<file path="src/rtl/vru_pkg.sv">
// shared types and constants for the vram rectangle upload block
// no dependencies; imported by every module of the block
package vru_pkg;

    localparam int LINE_PIXELS_DEFAULT = 1024;

    localparam int ADDR_W  = 19;
    localparam int PIXEL_W = 16;
    localparam int COL_W   = 10;
    localparam int LINE_W  = 9;
    localparam int WIDTH_W = 11;
    localparam int HEIGHT_W = 10;
    localparam int POS_W   = 11;
    localparam int WORD_W  = 32;

    localparam logic [WIDTH_W-1:0]  MAX_WIDTH  = 11'd1024;
    localparam logic [HEIGHT_W-1:0] MAX_HEIGHT = 10'd512;

    // result buffer geometry
    localparam int FIFO_DEPTH = 4;
    localparam int FIFO_PTR_W = 2;
    localparam int FIFO_CNT_W = 3;

    typedef enum logic
    {
        OP_START = 1'b0,
        OP_DATA  = 1'b1
    } op_t;

    typedef struct packed
    {
        op_t                 op;
        logic [COL_W-1:0]    x_start;
        logic [LINE_W-1:0]   y_start;
        logic [WIDTH_W-1:0]  rect_width;
        logic [HEIGHT_W-1:0] rect_height;
        logic [WORD_W-1:0]   data_word;
    } in_item_t;

    typedef struct packed
    {
        logic [ADDR_W-1:0]  vram_address;
        logic [PIXEL_W-1:0] pixel;
        logic               last_of_word;
        logic               transfer_done;
    } result_t;

    // up to two results handed from the walker to the result buffer
    typedef struct packed
    {
        logic [1:0] n;
        result_t    r0;
        result_t    r1;
    } push_t;

    typedef struct packed
    {
        logic             active;
        logic [COL_W-1:0] col_start;
        logic [POS_W-1:0] col_end;
        logic [POS_W-1:0] line_end;
        logic [POS_W-1:0] col_pos;
        logic [POS_W-1:0] line_pos;
    } walk_state_t;

endpackage

</file>
<file path="src/rtl/vram_rectangle_upload.sv">
// top level of the vram rectangle upload block: input register, walker
// and result buffer; depends on vru_pkg, vru_walker and vru_result_fifo
//
// A start item (tuser 0) opens a rectangle; each data word (tuser 1) then
// yields one vram halfword write per pixel, low pixel first, until the
// rectangle is filled. Items enter an input register one per cycle while
// the buffer has room for their writes and are resolved combinationally
// by the walker; a start item or a word outside a transfer leaves that
// register with no write. Writes leave through a four-entry result buffer
// at one per cycle while m_tready is high; a new word may enter while
// earlier writes still wait in the buffer. An accepted word passes the
// input register and the result buffer before its first write appears.
// The address is line*LINE_PIXELS+column modulo 2^19; tlast marks the
// last write of a word and tuser the write that closed the rectangle.
module vram_rectangle_upload #(
    parameter int LINE_PIXELS = vru_pkg::LINE_PIXELS_DEFAULT
) (
    input  logic        clk,
    input  logic        rst_n,
    input  logic        s_tvalid,
    output logic        s_tready,
    // x_start[9:0], y_start[18:10], rect_width[29:19], rect_height[39:30],
    // data_word[71:40]
    input  logic [71:0] s_tdata,
    // op[0]
    input  logic        s_tuser,
    output logic        m_tvalid,
    input  logic        m_tready,
    // vram_address[18:0], pixel[34:19], zero[39:35]
    output logic [39:0] m_tdata,
    // transfer_done[0]
    output logic        m_tuser,
    output logic        m_tlast
);
    import vru_pkg::*;

    logic                  in_valid_reg;
    logic                  in_valid_next;
    in_item_t              in_item_reg;
    in_item_t              in_item_next;
    logic                  s_fire;
    logic                  fire;
    push_t                 push;
    logic [FIFO_CNT_W-1:0] fifo_count;
    result_t               head;

    assign s_fire = s_tvalid && s_tready;

    // an item leaves the input register once its writes fit in the buffer
    assign fire = in_valid_reg
        && ((FIFO_CNT_W + 1)'(fifo_count) + (FIFO_CNT_W + 1)'(push.n)
            <= (FIFO_CNT_W + 1)'(FIFO_DEPTH));

    assign s_tready = !in_valid_reg || fire;

    always_comb
    begin
        in_item_next.op          = op_t'(s_tuser);
        in_item_next.x_start     = s_tdata[9:0];
        in_item_next.y_start     = s_tdata[18:10];
        in_item_next.rect_width  = s_tdata[29:19];
        in_item_next.rect_height = s_tdata[39:30];
        in_item_next.data_word   = s_tdata[71:40];
        in_valid_next = in_valid_reg;
        if (s_fire)
        begin
            in_valid_next = 1'b1;
        end
        else if (fire)
        begin
            in_valid_next = 1'b0;
        end
    end

    always_ff @(posedge clk or negedge rst_n)
    begin
        if (!rst_n)
        begin
            in_valid_reg <= 1'b0;
        end
        else
        begin
            in_valid_reg <= in_valid_next;
        end
    end

    always_ff @(posedge clk)
    begin
        if (s_fire)
        begin
            in_item_reg <= in_item_next;
        end
    end

    vru_walker #(
        .LINE_PIXELS (LINE_PIXELS)
    ) u_walker (
        .clk   (clk),
        .rst_n (rst_n),
        .fire  (fire),
        .item  (in_item_reg),
        .push  (push)
    );

    vru_result_fifo u_fifo (
        .clk        (clk),
        .rst_n      (rst_n),
        .push_en    (fire),
        .push       (push),
        .count      (fifo_count),
        .head_valid (m_tvalid),
        .head_ready (m_tready),
        .head       (head)
    );

    assign m_tdata = {5'b0, head.pixel, head.vram_address};
    assign m_tuser = head.transfer_done;
    assign m_tlast = head.last_of_word;

    // the buffer never holds more than its depth
    a_fifo_bound: assert property (@(posedge clk) disable iff (!rst_n)
        fifo_count <= FIFO_CNT_W'(FIFO_DEPTH))
        else $error("result buffer overflow");

    // a start item never produces a write
    a_start_silent: assert property (@(posedge clk) disable iff (!rst_n)
        in_valid_reg && in_item_reg.op == OP_START |-> push.n == 2'd0)
        else $error("start item produced a write");

    // the write that closes a rectangle is always the last of its word
    a_done_last: assert property (@(posedge clk) disable iff (!rst_n)
        m_tvalid && m_tuser |-> m_tlast)
        else $error("transfer_done without last_of_word");

    // a stalled input item is not consumed while the buffer lacks room
    a_hold_item: assert property (@(posedge clk) disable iff (!rst_n)
        in_valid_reg && !fire |=> in_valid_reg && $stable(in_item_reg))
        else $error("input item lost while stalled");

endmodule

</file>
<file path="src/rtl/vru_walker.sv">
// rectangle walker: holds the transfer position and turns one item into
// up to two vram writes; depends on vru_pkg
module vru_walker #(
    parameter int LINE_PIXELS = vru_pkg::LINE_PIXELS_DEFAULT
) (
    input  logic              clk,
    input  logic              rst_n,
    input  logic              fire,
    input  vru_pkg::in_item_t item,
    output vru_pkg::push_t    push
);
    import vru_pkg::*;

    localparam logic [ADDR_W-1:0] LINE_STRIDE = ADDR_W'(LINE_PIXELS);

    walk_state_t state_reg;
    walk_state_t state_next;
    walk_state_t walk_state;
    walk_state_t start_state;
    result_t     res [2];
    logic [1:0]  n_res;

    // two dependent pixel steps on the current position
    always_comb
    begin : walk
        logic [POS_W-1:0] col;
        logic [POS_W-1:0] line;
        logic [ADDR_W-1:0] line_base;
        walk_state = state_reg;
        col        = '0;
        line       = '0;
        line_base  = '0;
        n_res = 2'd0;
        res[0] = '0;
        res[1] = '0;
        for (int k = 0; k < 2; k++)
        begin
            if (item.op == OP_DATA && walk_state.active)
            begin
                line_base = ADDR_W'(walk_state.line_pos) * LINE_STRIDE;
                res[k].vram_address = line_base + ADDR_W'(walk_state.col_pos);
                res[k].pixel = item.data_word[k*PIXEL_W +: PIXEL_W];
                col  = walk_state.col_pos + 1'b1;
                line = walk_state.line_pos;
                if (col >= walk_state.col_end)
                begin
                    col  = POS_W'(walk_state.col_start);
                    line = line + 1'b1;
                end
                walk_state.col_pos  = col;
                walk_state.line_pos = line;
                if (line >= walk_state.line_end)
                begin
                    walk_state.active = 1'b0;
                    res[k].transfer_done = 1'b1;
                end
                n_res = n_res + 1'b1;
            end
        end
        if (n_res == 2'd2)
        begin
            res[1].last_of_word = 1'b1;
        end
        else if (n_res == 2'd1)
        begin
            res[0].last_of_word = 1'b1;
        end
    end

    always_comb
    begin : start
        logic [WIDTH_W-1:0]  w_sat;
        logic [HEIGHT_W-1:0] h_sat;
        w_sat = (item.rect_width > MAX_WIDTH) ? MAX_WIDTH : item.rect_width;
        h_sat = (item.rect_height > MAX_HEIGHT) ? MAX_HEIGHT : item.rect_height;
        start_state.col_start = item.x_start;
        start_state.col_pos   = POS_W'(item.x_start);
        start_state.line_pos  = POS_W'(item.y_start);
        start_state.col_end   = POS_W'(item.x_start) + POS_W'(w_sat);
        start_state.line_end  = POS_W'(item.y_start) + POS_W'(h_sat);
        start_state.active    = (w_sat != '0) && (h_sat != '0);
    end

    always_comb
    begin
        state_next = state_reg;
        if (fire)
        begin
            state_next = (item.op == OP_START) ? start_state : walk_state;
        end
    end

    always_ff @(posedge clk or negedge rst_n)
    begin
        if (!rst_n)
        begin
            state_reg <= '0;
        end
        else
        begin
            state_reg <= state_next;
        end
    end

    assign push.n  = n_res;
    assign push.r0 = res[0];
    assign push.r1 = res[1];

endmodule

</file>
<file path="src/rtl/vru_result_fifo.sv">
// four-entry result buffer, two writes and one read per cycle
// depends on vru_pkg
module vru_result_fifo (
    input  logic                                clk,
    input  logic                                rst_n,
    input  logic                                push_en,
    input  vru_pkg::push_t                      push,
    output logic [vru_pkg::FIFO_CNT_W-1:0]      count,
    output logic                                head_valid,
    input  logic                                head_ready,
    output vru_pkg::result_t                    head
);
    import vru_pkg::*;

    result_t               mem [FIFO_DEPTH];
    logic [FIFO_PTR_W-1:0] wr_ptr_reg;
    logic [FIFO_PTR_W-1:0] wr_ptr_next;
    logic [FIFO_PTR_W-1:0] rd_ptr_reg;
    logic [FIFO_PTR_W-1:0] rd_ptr_next;
    logic [FIFO_CNT_W-1:0] count_reg;
    logic [FIFO_CNT_W-1:0] count_next;
    logic [1:0]            n_push;
    logic                  pop;

    assign n_push = push_en ? push.n : 2'd0;
    assign pop    = head_valid && head_ready;

    always_comb
    begin
        wr_ptr_next = wr_ptr_reg + FIFO_PTR_W'(n_push);
        rd_ptr_next = rd_ptr_reg + FIFO_PTR_W'(pop);
        count_next  = count_reg + FIFO_CNT_W'(n_push) - FIFO_CNT_W'(pop);
    end

    always_ff @(posedge clk or negedge rst_n)
    begin
        if (!rst_n)
        begin
            wr_ptr_reg <= '0;
            rd_ptr_reg <= '0;
            count_reg  <= '0;
        end
        else
        begin
            wr_ptr_reg <= wr_ptr_next;
            rd_ptr_reg <= rd_ptr_next;
            count_reg  <= count_next;
        end
    end

    always_ff @(posedge clk)
    begin
        if (n_push != 2'd0)
        begin
            mem[wr_ptr_reg] <= push.r0;
        end
        if (n_push == 2'd2)
        begin
            mem[FIFO_PTR_W'(wr_ptr_reg + 1'b1)] <= push.r1;
        end
    end

    assign count      = count_reg;
    assign head_valid = (count_reg != '0);
    assign head       = mem[rd_ptr_reg];

endmodule
</file>
<file path="config.mk">
export PLATFORM = sky130hd
export DESIGN_NAME = vram_rectangle_upload
export DESIGN_NICKNAME = d
export VERILOG_FILES = /design/src/rtl/vru_pkg.sv /design/src/rtl/vram_rectangle_upload.sv /design/src/rtl/vru_walker.sv /design/src/rtl/vru_result_fifo.sv
export SDC_FILE = /design/constraint.sdc
export NUM_CORES = 1
export LEC_CHECK = 0
export BUFFER_PORTS_ARGS = -buffer_cell sky130_fd_sc_hd__buf_2
export CAP_MARGIN = 20
export CORE_MARGIN = 4
export CORE_UTILIZATION = 38
export DETAILED_ROUTE_END_ITERATION = 7
export MAX_ROUTING_LAYER = met4
export PLACE_DENSITY = 0.62
export SKIP_CTS_REPAIR_TIMING = 1
export SKIP_LAST_GASP = 1
export SYNTH_ARGS = -nofsm -noshare
export SYNTH_HDL_FRONTEND = slang
export SYNTH_HIERARCHICAL = 1
export SYNTH_SLANG_ARGS = --single-unit
</file>
<file path="constraint.sdc">
create_clock -name clk -period 17 [get_ports clk]
set_input_delay 0.85 -clock clk [delete_from_list [all_inputs] [get_ports clk]]
set_output_delay 0.85 -clock clk [all_outputs]
set_load 0.005 [all_outputs]
</file>
==> impl_metrics.tcl <==
set metrics [dict create \
    slew_headroom 0.411 \
    holdPathStages 2 \
    skew_ns 0.0183 \
    hold_class "reg2reg" \
    synth_edf_count 221 \
    synth_cell_types 79 \
    diodes 0 \
    finalSetupTns_ns 0 \
    drv_slew 0 \
    root_buffer "clkbuf_16" \
    pin_count 121 \
    worst_path_largest_cell_delay_ns 0.69 \
    end_kind "flop" \
    cts_sinks 284 \
    timing.rr.start "u_walker/state_reg[11]" \
    max_freq_mhz 113 \
    holdPathEnd "u_walker/state_reg[39]" \
    dieArea_sq_um 47800 \
    initial_core_util 0.388 \
    drt_iter0_drc 1023 \
    clockBufferDepth 3 \
    final_cell_mix "edfxtp_1, buf_2, mux2_2, nand2_1, nor2_1" \
    dr.pass1.iters 5 \
    yosys.area.top_type "edfxtp_1" \
    cap_viol_max_count 0 \
    track_usage 0.188 \
    coreArea_sq_um 43500 \
    hpwlAfterDp_mm 29.1 \
    synth_area_leaders "edfxtp_1, dfrtp_1, mux2_2, ha_1, mux4_2" \
    cts.clk_slew.worst_paths_ns 0.06 \
    area_growth_pct 12.6 \
    async_reset_ff_frac 0.222 \
    port_buffers 115 \
    seq_area_frac_synth 0.487 \
    ant_nets 0 \
    gp_congestion 0.933 \
    largest_reg_flops 148 \
    wl_per_cell_microns 20.8 \
    worst-slew-pin-transition_ns 0.884 \
    rows 76 \
    dp.cells 2034 \
    pwr-share-comb 0.513 \
    final_common_cell "edfxtp_1" \
    wirelength_mm 43.5 \
    setup_viol 0 \
    leakage_nw 7.49 \
    insertion_delay_ns 0.54 \
    syn-instance-count 1393 \
    crit_path_frequent_cell "a21o_1" \
    ys_ff_latch 284 \
    finalCriticalPeriod_ns 8.84 \
    crit_path_max_fanout 24 \
    syn_area_sq_um 16900 \
    cpMaxStageDelayCell "or4b_1" \
    status "finished clean" \
    synth_top_area_share 0.393 \
    p_int_w 0.00229 \
    crit_type "reg2reg" \
    yosys_warnings 6 \
    power_density_nw_per_um2 209 \
    via_per_inst 5.48 \
    grt_pass1_wl_mm 67.9 \
    grt_pass1_vias 11800 \
    drive_gt1_frac 0.266 \
    cp.arrival_ns 9.12 \
    drc 0 \
    numCtsBuffers 34 \
    synth-main-ff-cell "edfxtp_1" \
    grt_max_degree 64 \
    synth_area_per_cell_sq_um 12.1 \
    die_y_microns 219 \
    r2r_end "u_fifo/mem[3][0]" \
    switchingPower_w 0.00168 \
    overflow 0 \
    finalNonFillerCells 2093 \
    tritoncts "built" \
    min_from "u_walker/state_reg[39]" \
    rsz0062_at_grt "false" \
    pwr-share-clk 0.175 \
    antenna_found_initial 0 \
    h-tree-depth 2 \
    p_seq_frac 0.313 \
    reg2reg_depth 33 \
    hold_viol_final 0 \
    cp-start-kind "flop" \
    r2r_slack_ns 8.16 \
    vias 11500 \
    crit_family "simple AND/OR/NAND/NOR gates" \
    crit_required_ns 17.28 \
    timing.final.crit_share 0.520 \
    switching_share 0.423 \
    nNetsFinal 1643 \
    die_x_microns 219 \
    max-vdd-ir-drop_mv 0.0949 \
    crit_buf_inv 2 \
]
[kinds of logic (layout without fill, tap and decap cells)]
family          Yosys count  count (layout)  share of synthesized area
mux                     206             206                      0.170
xor+xnor                 82              82                     0.0426
flops                   284             284                      0.487
buf+inv                 141             252                     0.0438
simple gates            407             407                      0.121
compound gates          192             192                     0.0747
other cells               1               5                   0.000222
fa+ha+maj                80              80                     0.0611
[final cells by class]
class,count,area [sq um]
well taps,585,732
clock buffers,44,928
multi-input cells,972,8020
inverters,54,203
flip-flops and latches,284,8210
clock inverters,14,121
repair buffers,140,776
fillers,4042,24500
[worst min-delay path, delay by kind of cell, from the launching register on]
kind,cells,cell delay [ns]
AOI/OAI and AO/OA,1,0.05
DFF,1,0.34
and+or+nand+nor,1,0.05
[worst max-delay path by stage]
| stage | cells past startpoint | to | slack (ns) | from |
|---|---|---|---|---|
| floorplan | 26 | in_item_reg[0] | 4.68 | u_walker/state_reg[11] |
| global placement | 34 | u_fifo/mem[0][0] | 8.49 | u_walker/state_reg[11] |
| detailed placement | 33 | u_fifo/mem[3][0] | 8.31 | u_walker/state_reg[11] |
| CTS | 34 | u_fifo/mem[3][0] | 8.28 | u_walker/state_reg[11] |
| global route | 33 | u_fifo/mem[0][0] | 7.48 | u_walker/state_reg[11] |
| finish | 33 | u_fifo/mem[3][0] | 8.16 | u_walker/state_reg[11] |
[metrics by stage]
step / hold WS [ns] / setup slack [ns] / cell area [sq um] / util / total power [W]
2_1_floorplan: 0.449 / 4.68 / 16900 / - / 0.00267
6_report: 0.475 / 8.16 / 19000 / 0.437 / 0.00397
3_3_place_gp: 0.464 / 8.49 / 17900 / 0.412 / 0.00324
5_1_grt: 0.459 / 7.48 / 19000 / 0.437 / 0.00428
3_5_place_dp: 0.467 / 8.31 / 17900 / 0.412 / 0.00328
4_1_cts: 0.459 / 8.28 / 19000 / 0.437 / 0.00399
[layer usage]
metal / share of wire / wire length, microns / vias up / GRT usage
met5: 0 / 0 / - / -
met1: 0.44 / 19300 / 5661 / 0.254
li1: - / - / 5339 / -
met2: 0.47 / 20200 / 403 / 0.291
met4: 0.021 / 928 / 0 / 0.0485
met3: 0.070 / 3050 / 67 / 0.0381
[power by group through the flow]
stage / registers, W / clock network (W) / logic (W)
5_1_grt: 0.00127 / 0.000745 / 0.00227
6_report: 0.00124 / 0.000694 / 0.00204
2_1_floorplan: 0.00116 / 0 / 0.00151
3_3_place_gp: 0.00125 / 0 / 0.00199
3_5_place_dp: 0.00125 / 0 / 0.00203
4_1_cts: 0.00124 / 0.000710 / 0.00204
[Yosys cell counts (24+ instances only)]
master,instances
edfxtp_1,221
mux2_2,110
nand2_1,110
nor2_1,86
ha_1,76
dfrtp_1,63
inv_1,54
xnor2_1,54
o21ai_0,47
clkbuf_1,46
a21oi_1,42
mux2_4,40
mux4_2,37
and3_1,35
nand3_1,31
xor2_1,28
nor2b_1,25
nor3_1,25
and2_1,24
No activity file was read; power rests on OpenSTA's default activity.
